--- src/yrc_pkg.sv ---
// ---------------------------------------------------------------------------
// yrc_pkg: shared types and constants for the 4:2:2 to RGB red pixel counter
// Holds field widths, the tally limit, register indexes and the lane result.
// ---------------------------------------------------------------------------
`timescale 1ns / 1ps
`default_nettype none

package yrc_pkg;

  // Field widths
  localparam int BYTE_W  = 8;
  localparam int COLOR_W = 10;
  localparam int TALLY_W = 23;
  localparam int INDEX_W = 2;

  // Largest frame the tally has to count, limited to what the tally holds
  localparam int MAX_FRAME_PIXELS = 4194304;
  localparam int TALLY_CAP        = (1 << TALLY_W) - 1;
  localparam logic [TALLY_W-1:0] TALLY_MAX =
    TALLY_W'((MAX_FRAME_PIXELS < TALLY_CAP) ? MAX_FRAME_PIXELS : TALLY_CAP);

  // Configuration register indexes
  localparam logic [INDEX_W-1:0] REG_RED_ABOVE   = 2'd0;
  localparam logic [INDEX_W-1:0] REG_GREEN_BELOW = 2'd1;
  localparam logic [INDEX_W-1:0] REG_BLUE_BELOW  = 2'd2;

  // Threshold values after reset
  localparam logic signed [COLOR_W-1:0] RED_ABOVE_RST   = 10'sd100;
  localparam logic signed [COLOR_W-1:0] GREEN_BELOW_RST = 10'sd60;
  localparam logic signed [COLOR_W-1:0] BLUE_BELOW_RST  = 10'sd60;

  // One converted pixel and its red flag
  typedef struct packed {
    logic signed [COLOR_W-1:0] red;
    logic signed [COLOR_W-1:0] green;
    logic signed [COLOR_W-1:0] blue;
    logic                      is_red;
  } pix_rgb_t;

endpackage

`default_nettype wire

--- src/yrc_lane.sv ---
// ---------------------------------------------------------------------------
// yrc_lane: one pixel lane
// Converts one luma sample with the shared chroma pair to unclamped RGB by
// shift-add, tests the red thresholds and registers the result.
// ---------------------------------------------------------------------------
`timescale 1ns / 1ps
`default_nettype none

module yrc_lane (
  input  wire logic                               clk,
  input  wire logic                               load,
  input  wire logic [yrc_pkg::BYTE_W-1:0]         luma,
  input  wire logic [yrc_pkg::BYTE_W-1:0]         u_byte,
  input  wire logic [yrc_pkg::BYTE_W-1:0]         v_byte,
  input  wire logic signed [yrc_pkg::COLOR_W-1:0] red_above,
  input  wire logic signed [yrc_pkg::COLOR_W-1:0] green_below,
  input  wire logic signed [yrc_pkg::COLOR_W-1:0] blue_below,
  output yrc_pkg::pix_rgb_t                       pix
);
  import yrc_pkg::*;

  localparam int SUM_W = COLOR_W + 1;

  logic signed [BYTE_W-1:0] u_s;
  logic signed [BYTE_W-1:0] v_s;
  logic signed [SUM_W-1:0]  y_x;
  logic signed [SUM_W-1:0]  u_x;
  logic signed [SUM_W-1:0]  v_x;
  logic signed [SUM_W-1:0]  r_sum;
  logic signed [SUM_W-1:0]  g_sum;
  logic signed [SUM_W-1:0]  b_sum;
  logic                     red_hit;
  pix_rgb_t                 pix_next;

  // Re-center chroma: flipping the top bit subtracts 128
  assign u_s = {~u_byte[BYTE_W-1], u_byte[BYTE_W-2:0]};
  assign v_s = {~v_byte[BYTE_W-1], v_byte[BYTE_W-2:0]};
  assign y_x = {{(SUM_W-BYTE_W){1'b0}}, luma};
  assign u_x = SUM_W'(u_s);
  assign v_x = SUM_W'(v_s);

  // Shift-add color matrix, floor shifts
  assign r_sum = y_x + v_x + (v_x >>> 2) + (v_x >>> 3) + (v_x >>> 5);
  assign g_sum = y_x - ((u_x >>> 2) + (u_x >>> 4) + (u_x >>> 5))
                     - ((v_x >>> 1) + (v_x >>> 3) + (v_x >>> 4) + (v_x >>> 5));
  assign b_sum = y_x + u_x + (u_x >>> 1) + (u_x >>> 2) + (u_x >>> 6);

  // Red test against sign-extended thresholds
  assign red_hit = (r_sum > SUM_W'(red_above)) &&
                   (g_sum < SUM_W'(green_below)) &&
                   (b_sum < SUM_W'(blue_below));

  always_comb begin
    pix_next.red    = r_sum[COLOR_W-1:0];
    pix_next.green  = g_sum[COLOR_W-1:0];
    pix_next.blue   = b_sum[COLOR_W-1:0];
    pix_next.is_red = red_hit;
  end

  // Hold result until the next transfer into this stage
  always_ff @(posedge clk) begin
    if (load) begin
      pix <= pix_next;
    end
  end

endmodule

`default_nettype wire

--- src/yrc_tally.sv ---
// ---------------------------------------------------------------------------
// yrc_tally: merge stage
// Adds the red flags of both lanes to a saturating frame tally, clears it
// after the last pair of a frame and holds the result register.
// ---------------------------------------------------------------------------
`timescale 1ns / 1ps
`default_nettype none

module yrc_tally (
  input  wire logic                               clk,
  input  wire logic                               rst,
  input  wire logic                               s1_valid,
  input  wire logic                               s1_last,
  input  wire yrc_pkg::pix_rgb_t                  first,
  input  wire yrc_pkg::pix_rgb_t                  second,
  output logic                                    s2_ready,
  output logic                                    out_valid,
  input  wire logic                               out_stall,
  output logic signed [yrc_pkg::COLOR_W-1:0]      red_first,
  output logic signed [yrc_pkg::COLOR_W-1:0]      green_first,
  output logic signed [yrc_pkg::COLOR_W-1:0]      blue_first,
  output logic signed [yrc_pkg::COLOR_W-1:0]      red_second,
  output logic signed [yrc_pkg::COLOR_W-1:0]      green_second,
  output logic signed [yrc_pkg::COLOR_W-1:0]      blue_second,
  output logic                                    first_is_red,
  output logic                                    second_is_red,
  output logic [yrc_pkg::TALLY_W-1:0]             red_count,
  output logic                                    frame_done
);
  import yrc_pkg::*;

  logic [TALLY_W-1:0] tally;
  logic [TALLY_W:0]   sum;
  logic [TALLY_W-1:0] tally_sat;
  logic               load;

  // Output register frees up when empty or when its transfer completes
  assign s2_ready = !out_valid || !out_stall;
  assign load     = s1_valid && s2_ready;

  // Add both flags, stop at the limit
  assign sum = {1'b0, tally} + {{TALLY_W{1'b0}}, first.is_red}
                             + {{TALLY_W{1'b0}}, second.is_red};
  assign tally_sat = (sum > {1'b0, TALLY_MAX}) ? TALLY_MAX : sum[TALLY_W-1:0];

  // Advance tally and valid flag
  always_ff @(posedge clk) begin
    if (rst) begin
      tally     <= '0;
      out_valid <= 1'b0;
    end else begin
      if (load) begin
        tally     <= s1_last ? '0 : tally_sat;
        out_valid <= 1'b1;
      end else if (!out_stall) begin
        out_valid <= 1'b0;
      end
    end
  end

  // Load result payload
  always_ff @(posedge clk) begin
    if (load) begin
      red_first     <= first.red;
      green_first   <= first.green;
      blue_first    <= first.blue;
      red_second    <= second.red;
      green_second  <= second.green;
      blue_second   <= second.blue;
      first_is_red  <= first.is_red;
      second_is_red <= second.is_red;
      red_count     <= tally_sat;
      frame_done    <= s1_last;
    end
  end

  // Tally never passes its limit
  a_tally_cap: assert property (@(posedge clk) disable iff (rst)
    tally <= TALLY_MAX)
    else $error("tally above limit");

  // Last pair of a frame clears the tally
  a_frame_clear: assert property (@(posedge clk) disable iff (rst)
    load && s1_last |=> tally == '0)
    else $error("tally not cleared at frame end");

  // Within a frame the tally never drops
  a_tally_mono: assert property (@(posedge clk) disable iff (rst)
    load && !s1_last |=> tally >= $past(tally))
    else $error("tally dropped within frame");

  // Reported count matches the tally after a mid-frame transfer
  a_count_match: assert property (@(posedge clk) disable iff (rst)
    load && !s1_last |=> red_count == tally)
    else $error("red_count differs from tally");

endmodule

`default_nettype wire

--- src/yuv422_to_rgb_red_pixel_counter.sv ---
// ---------------------------------------------------------------------------
// yuv422_to_rgb_red_pixel_counter: 4:2:2 to RGB with red pixel count
// Converts one packed U/Y1/V/Y2 group per transfer into two unclamped RGB
// pixels, flags red pixels and reports a saturating per-frame red count.
//
// Input channel: in_valid/in_stall with u_byte, luma_first, v_byte,
//   luma_second and last_in_frame. A transfer happens when in_valid is high
//   and in_stall is low.
// Output channel: out_valid/out_stall with both RGB pixels, their red flags,
//   red_count (red pixels of the frame up to and including this pair) and
//   frame_done (red_count is the frame total; the tally then restarts at 0).
// Registers: the pixel lane registers, then the tally merge stage with the
//   output register.
// Throughput: one pair per cycle while out_stall is low; both lanes and the
//   tally adder are combinational, so pairs stream back to back.
// Stall: when out_stall holds a full output register, the lane stage still
//   takes one more pair, then in_stall rises until the output drains.
// Reset: rst (synchronous) empties both stages, clears the tally and loads
//   the thresholds 100 / 60 / 60. Write thresholds only while idle.
// ---------------------------------------------------------------------------
`timescale 1ns / 1ps
`default_nettype none

module yuv422_to_rgb_red_pixel_counter (
  input  wire logic                               clk,
  input  wire logic                               rst,
  // Configuration writes
  input  wire logic                               cfg_wr_en,
  input  wire logic [yrc_pkg::INDEX_W-1:0]        cfg_index,
  input  wire logic [yrc_pkg::COLOR_W-1:0]        cfg_data,
  // Input channel
  input  wire logic                               in_valid,
  output logic                                    in_stall,
  input  wire logic [yrc_pkg::BYTE_W-1:0]         u_byte,
  input  wire logic [yrc_pkg::BYTE_W-1:0]         luma_first,
  input  wire logic [yrc_pkg::BYTE_W-1:0]         v_byte,
  input  wire logic [yrc_pkg::BYTE_W-1:0]         luma_second,
  input  wire logic                               last_in_frame,
  // Output channel
  output logic                                    out_valid,
  input  wire logic                               out_stall,
  output logic signed [yrc_pkg::COLOR_W-1:0]      red_first,
  output logic signed [yrc_pkg::COLOR_W-1:0]      green_first,
  output logic signed [yrc_pkg::COLOR_W-1:0]      blue_first,
  output logic signed [yrc_pkg::COLOR_W-1:0]      red_second,
  output logic signed [yrc_pkg::COLOR_W-1:0]      green_second,
  output logic signed [yrc_pkg::COLOR_W-1:0]      blue_second,
  output logic                                    first_is_red,
  output logic                                    second_is_red,
  output logic [yrc_pkg::TALLY_W-1:0]             red_count,
  output logic                                    frame_done
);
  import yrc_pkg::*;

  logic signed [COLOR_W-1:0] red_above;
  logic signed [COLOR_W-1:0] green_below;
  logic signed [COLOR_W-1:0] blue_below;
  logic                      s1_valid;
  logic                      s1_last;
  logic                      s2_ready;
  logic                      accept;
  pix_rgb_t                  pix_first;
  pix_rgb_t                  pix_second;

  // Threshold registers; unknown indexes are dropped
  always_ff @(posedge clk) begin
    if (rst) begin
      red_above   <= RED_ABOVE_RST;
      green_below <= GREEN_BELOW_RST;
      blue_below  <= BLUE_BELOW_RST;
    end else if (cfg_wr_en) begin
      case (cfg_index)
        REG_RED_ABOVE:   red_above   <= cfg_data;
        REG_GREEN_BELOW: green_below <= cfg_data;
        REG_BLUE_BELOW:  blue_below  <= cfg_data;
        default: ;
      endcase
    end
  end

  // Lane stage takes a pair when empty or when it moves on this cycle
  assign in_stall = s1_valid && !s2_ready;
  assign accept   = in_valid && !in_stall;

  always_ff @(posedge clk) begin
    if (rst) begin
      s1_valid <= 1'b0;
    end else if (accept) begin
      s1_valid <= 1'b1;
    end else if (s2_ready) begin
      s1_valid <= 1'b0;
    end
  end

  always_ff @(posedge clk) begin
    if (accept) begin
      s1_last <= last_in_frame;
    end
  end

  // Two lanes, one per pixel of the pair
  yrc_lane u_lane_first (
    .clk         (clk),
    .load        (accept),
    .luma        (luma_first),
    .u_byte      (u_byte),
    .v_byte      (v_byte),
    .red_above   (red_above),
    .green_below (green_below),
    .blue_below  (blue_below),
    .pix         (pix_first)
  );

  yrc_lane u_lane_second (
    .clk         (clk),
    .load        (accept),
    .luma        (luma_second),
    .u_byte      (u_byte),
    .v_byte      (v_byte),
    .red_above   (red_above),
    .green_below (green_below),
    .blue_below  (blue_below),
    .pix         (pix_second)
  );

  // Merge lane flags into the frame tally and drive the output
  yrc_tally u_tally (
    .clk           (clk),
    .rst           (rst),
    .s1_valid      (s1_valid),
    .s1_last       (s1_last),
    .first         (pix_first),
    .second        (pix_second),
    .s2_ready      (s2_ready),
    .out_valid     (out_valid),
    .out_stall     (out_stall),
    .red_first     (red_first),
    .green_first   (green_first),
    .blue_first    (blue_first),
    .red_second    (red_second),
    .green_second  (green_second),
    .blue_second   (blue_second),
    .first_is_red  (first_is_red),
    .second_is_red (second_is_red),
    .red_count     (red_count),
    .frame_done    (frame_done)
  );

endmodule

`default_nettype wire

--- config.mk ---
export PLATFORM = sky130hd
export DESIGN_NAME = yuv422_to_rgb_red_pixel_counter
export DESIGN_NICKNAME = d
export VERILOG_FILES = /design/src/yrc_pkg.sv /design/src/yrc_lane.sv /design/src/yrc_tally.sv /design/src/yuv422_to_rgb_red_pixel_counter.sv
export SDC_FILE = /design/constraint.sdc
export NUM_CORES = 1
export LEC_CHECK = 0
export ABC_CLOCK_PERIOD_IN_PS = 22400
export BUFFER_PORTS_ARGS = -buffer_cell sky130_fd_sc_hd__buf_2
export CELL_PAD_IN_SITES_DETAIL_PLACEMENT = 2
export CELL_PAD_IN_SITES_GLOBAL_PLACEMENT = 2
export CORE_ASPECT_RATIO = 0.6
export CORE_MARGIN = 2
export CORE_UTILIZATION = 43
export DETAILED_ROUTE_END_ITERATION = 10
export PLACE_DENSITY = 0.94
export SYNTH_ARGS = -nofsm -noshare
export SYNTH_HDL_FRONTEND = slang
export SYNTH_SLANG_ARGS = --single-unit
export TNS_END_PERCENT = 30
--- constraint.sdc ---
create_clock -name clk -period 22.4 [get_ports clk]
set_input_delay 4.48 -clock clk [delete_from_list [all_inputs] [get_ports clk]]
set_output_delay 4.48 -clock clk [all_outputs]
set_load 0.02 [all_outputs]
# ---- After elaboration in Yosys (flattened, before gate mapping)
# Index checks and enable logic that the tools add are counted.
# W data, S select, Z words.
dict set report totals {
  ff_bits 204
  output_inout_bits 88
  elab_cells 87
}
dict set report op_classes {
  addsub 27
  magnitude_cmp 7
  n_eq_ne 3
  muxes 6
  bitwise 2
  n_reduce_logical 17
}
# operator count
set op_table {}
lappend op_table {{$mux W23} 2}
lappend op_table {{$lt A11 B10 Y1} 4}
lappend op_table {{$add A9 B8 Y10} 4}
lappend op_table {{$add A11 B3 Y11} 3}
lappend op_table {{$add A23 B1 Y24} 1}
lappend op_table {{$add A24 B1 Y24} 1}
lappend op_table {{$gt A24 B23 Y1 const B} 1}
lappend op_table {{$add A10 B6 Y11} 2}
lappend op_table {{$add A10 B7 Y11} 2}
lappend op_table {{$add A11 B2 Y11} 2}
lappend op_table {{$add A11 B5 Y11} 2}
lappend op_table {{$add A11 B6 Y11} 2}
lappend op_table {{$gt A11 B10 Y1} 2}
lappend op_table {{$sub A11 B11 Y11} 2}
lappend op_table {{$sub A9 B11 Y11} 2}
lappend op_table {{$add A8 B4 Y9} 1}
lappend op_table {{$add A7 B3 Y8} 1}
lappend op_table {{$add A7 B5 Y8} 1}
lappend op_table {{$add A6 B4 Y7} 1}
lappend op_table {{$logic_and A1 B1 Y1} 7}
lappend op_table {{$reduce_and A2 Y1} 3}
lappend op_table {{$logic_not A1 Y1} 4}
lappend op_table {{$mux W1} 4}
lappend op_table {{$eq A2 B1 Y1 const B} 1}
lappend op_table {{6 further kinds} 7}

# ---- Logic depth before layout (Yosys ltp)
dict set report logic_depth {
  word_depth 8
  ltp_mapped 30
  depth_no_buf 30
}

# ---- Modules after synthesis
# From an unflattened synthesis, not the netlist that was laid out.
dict set report hier_totals {
  hier_cells 1421
  hier_area_um2 15378.5
}
# mod n_inst cells_each area_each_um2
set modules_own_cells {}
lappend modules_own_cells {{yrc_lane at u_lane_first} 1 483 4860.9}
lappend modules_own_cells {{yrc_lane at u_lane_second} 1 465 4725.8}
lappend modules_own_cells {yrc_tally 1 352 4494.3}
lappend modules_own_cells {yuv422_to_rgb_red_pixel_counter 1 121 1297.5}

# ---- Worst setup path after synthesis
# Ideal clock, no wire load.
dict set report synth_timing {
  path_kind {input -> register}
  start {input port v_byte[7] in the netlist's numbering}
  end {register u_lane_first.pix[0] in the netlist's numbering (data pin)}
  arrival_ns 10.081
  t_required_ns 22.224
  path_slack_ns 12.143
  cell_stages 25
  path_cell_list {clkinv_1 -> fa_1 -> ha_1 -> a21oi_1 -> nor2b_1 -> o21ai_0 -> xnor2_1 -> ha_1 -> nand2_1 -> o21ai_0 -> xnor2_1 -> fa_1 -> ha_1 -> a21oi_1 -> o21ai_0 -> a21o_1 -> a21oi_1 -> xor2_1 -> ha_1 -> inv_1 -> a2111oi_0 -> a21oi_1 -> a31oi_1 -> nand4_1 -> nor4_1}
}
dict set report synth_via {
  elab_chain_len 8
  elab_cells_between_ends 13
}
# element line
set synth_rtl {}
lappend synth_rtl {{start: declaration} yuv422_to_rgb_red_pixel_counter.sv:36} ;# input wire logic [yrc_pkg::BYTE_W-1:0] v_byte,
lappend synth_rtl {{$not A1 Y1 *} yrc_lane.sv:37} ;# assign v_s = {~v_byte[BYTE_W-1], v_byte[BYTE_W-2:0]};
lappend synth_rtl {{$add A9 B8 Y10 or $add A7 B5 Y8 (tied branches)} {yrc_lane.sv:43, yrc_lane.sv:45}}
lappend synth_rtl {{$add A10 B6 Y11 or $add A8 B4 Y9 (tied branches)} {yrc_lane.sv:43, yrc_lane.sv:45}}
lappend synth_rtl {{$add A11 B5 Y11 or $add A11 B3 Y11 (tied branches)} {yrc_lane.sv:43, yrc_lane.sv:45}}
lappend synth_rtl {{$add A11 B3 Y11 or $sub A11 B11 Y11 (tied branches)} {yrc_lane.sv:43, yrc_lane.sv:45}}
lappend synth_rtl {{$gt A11 B10 Y1 or $lt A11 B10 Y1 (tied branches)} {yrc_lane.sv:49, yrc_lane.sv:50}}
lappend synth_rtl {{$logic_and A1 B1 Y1 *} yrc_lane.sv:49} ;# assign red_hit = (r_sum > SUM_W'(red_above)) &&
lappend synth_rtl {{$logic_and A1 B1 Y1 *} yrc_lane.sv:50} ;# (g_sum < SUM_W'(green_below)) &&
lappend synth_rtl {{net u_lane_first.red_hit} yrc_lane.sv:32} ;# logic red_hit;
lappend synth_rtl {{end signal: assignment} yrc_lane.sv:63} ;# pix <= pix_next;
lappend synth_rtl {{end: declaration} yrc_lane.sv:18} ;# output yrc_pkg::pix_rgb_t pix
# Mark *: on every way through the listed nets, which the timed path passes. The rest lies on a longest branch.
# A chain may end at the register's enable or synchronous reset.

# ---- Worst setup path in the final report
# Ends and elaborated chain as after synthesis.

==> metrics.txt <==
Synth Register Bits=~200; most common cell after layout, fill and taps aside=ha_1; Synth Net Count=1,579; Initial Util=0.433; Routed WL=roughly 57,000 um; DP HPWL=approximately 42,000 um; DR WL/cell=roughly 31 um; Post-Syn Area=~14,000 sq um; Die Wd=237 um; top layer in use=met5; fin nets=1,712; Critical Path Sink Type=register; Pre-antenna DRT Iters=5; pwr/cell area=132 nW/um^2; CTS root buffer=clkbuf_16; CTS resizes=0; total grt overflow=0; routed length on met3=a little under 4000 um; Max-slew headroom=0.228; fin. max-slew vios=0; power after layout=~2.1 mW; WL met2=~27,000 um; most frequent cells in the layout=ha_1 (183), edfxtp_1 (149), inv_1 (144); WHS Path Cells=0; RSZ-0062 raised after global routing=no; Worst setup SP type=input port; # IOs=around 140; Unique masters post-synth=74; core area=approximately 32,000 sq um; Yosys warning count=0; Hold-fix buffers, CTS=0; initial antenna violation count=8; vias per cell=a little over 6; routed length on met1=22,700 um; largest net degree at the start of global routing=64; post-route ant nets=0; Iteration-0 DRC Markers=slightly above 800; Worst-Skew Late Latency=about 550 ps; Arr. time, crit path=roughly 12,000 ps; Max IR drop VDD=approximately 0.062 mV; area leader, netlist=edfxtp_1; port bufs=~140; Post-Synthesis Mean Instance Area=~11 sq um; Clock Pin Slew Worst Setup and Hold Paths=70 ps; worst min-delay path class=register to register; period utilisation layout=0.530; ys async rst share=0; first-pass GRT wire length=just over 80,000 um; Synth Flop Type=edfxtp_1; Die ar.=about 34,000 sq um; static leakage=roughly 6.7 nW; num rows=51; maximum operating frequency=around 84 MHz; CTS max path bufs=3; CP required=approximately 23,000 ps; P&R area growth vs syn=13.1%; # DRC=0; fill count=between 3,000 and 4,000; top cell type's share of synthesized area=0.321; worst slew pin tran=1150 ps; synth top area cells=edfxtp_1 (32%), ha_1 (16%), fa_1 (11%), dfxtp_1 (7.9%), xnor2_1 (4.0%); GPL Wtd Cong=0.914; final hold vios=0; Crit Path Max Fanout=24; share of cells above drive strength 1=0.139; postcts setup bufs=0; setup_tns=0 ps; DR vias=roughly 11,000; sequential fraction of the synthesis area=0.399; Cells after Synth=roughly 1,300; final core utilization=0.490; Period minus WS final=11,880 ps; cells on worst reg2reg path=11; Fin Clk Skew=24.6 ps; GRT Util Overall=0.331; CTS Buf Count=22; H-Tree Depth=1; # clock sinks=between 200 and 250; final setup vio count=0; number of global-route vias before repair=~13,000; Worst Path Class, Setup=input port to register; number of synthesized flops with an enable pin=~150; max-cap violations=0; Die H=between 100 and 150 um; outcome=finished, final reports clean; TritonCTS clock tree=yes
## flip-flops by register name (all words and copies together) (netlist names), 23 cells and up
name / flops
u_lane_first.pix: 31
u_lane_second.pix: 31
u_tally.red_count: 23
u_tally.tally: 23
## synth_stat cells (all sizes together), types with 21 or more instances
cell type and number:
o21ai 39, a21o 27, nor2 66, inv 146
ha 183, xor2 24, clkbuf 21, fa 75
dfxtp 55, nand2 87, a21oi 87, edfxtp 149
xnor2 64
## metrics by stage
step | hold WS [ps] | instances | instance area, sq um | setup slack [ps]
after floorplan | 400 | 1271 | 14000 | 12140
after global placement | 401 | 1804 | 15100 | 11330
after detailed placement | 405 | 1804 | 15100 | 10600
after CTS | 410 | 1844 | 15800 | 10690
after global routing | 413 | 1852 | 15800 | 10310
final | 417 | 1852 | 15800 | 10520
## critical path: stages
cell	delay (ps)
buf_2	120
clkinv_1	760
fa_1	790
ha_1	360
a21oi_1	240
nor2b_1	110
o21ai_0	230
xnor2_1	110
ha_1	410
nand2_1	70
o21ai_0	490
xnor2_1	290
fa_1	520
ha_1	410
a21oi_1	250
o21ai_0	250
a21o_1	260
a21oi_1	200
xor2_1	110
ha_1	390
inv_1	90
a2111oi_0	450
a21oi_1	120
a31oi_1	230
nand4_1	150
nor4_1	320
## path summary, 6_finish.rpt
check                       start  slack (ps)              endpoint
min          u_lane_first.pix[26]         420  u_tally.red_first[5]
max reg2reg  u_lane_second.pix[0]       17480      u_tally.tally[2]
max                     v_byte[7]       10520   u_lane_first.pix[0]
min reg2reg  u_lane_first.pix[26]         420  u_tally.red_first[5]
## logic make-up (layout without fill, tap and decap cells)
| kind of cell | after synthesis | after routing | synth area share |
|---|---|---|---|
| DFF | 204 | 204 | 0.399 |
| and+or+nand+nor | 270 | 270 | 0.0962 |
| buffers and inverters | 183 | 332 | 0.0507 |
| muxes | 5 | 5 | 0.00359 |
| AOI/OAI and AO/OA | 263 | 263 | 0.123 |
| xor gates and xnor gates | 88 | 88 | 0.0552 |
| other | 0 | 8 | 0 |
| adders and majority gates | 258 | 258 | 0.272 |
## layout make-up
type	instances	area, sq um	share of cell area
Multi-Input combinational cell	884	7690	0.487
Sequential cell	204	5580	0.353
Timing Repair Buffer	144	738	0.0468
Clock buffer	28	573	0.0363
Inverter	148	558	0.0354
Tap cell	424	531	0.0336
Clock inverter	12	100	0.00634
Antenna cell	8	20.0	0.00127
## power breakdown
| part | switching, mW | leakage [nW] | internal, mW |
|---|---|---|---|
| clock network | 0.169 | 0.322 | 0.194 |
| logic | 0.737 | 4.54 | 0.415 |
| registers | 0.0316 | 1.86 | 0.534 |
## metal layers
layer | up-vias | GRT usage
li1 | 4774 | -
met1 | 5854 | 0.403
met2 | 525 | 0.567
met3 | 195 | 0.0707
met4 | 2 | 0.158
met5 | - | 0
Power figures use the tool's default switching activity.
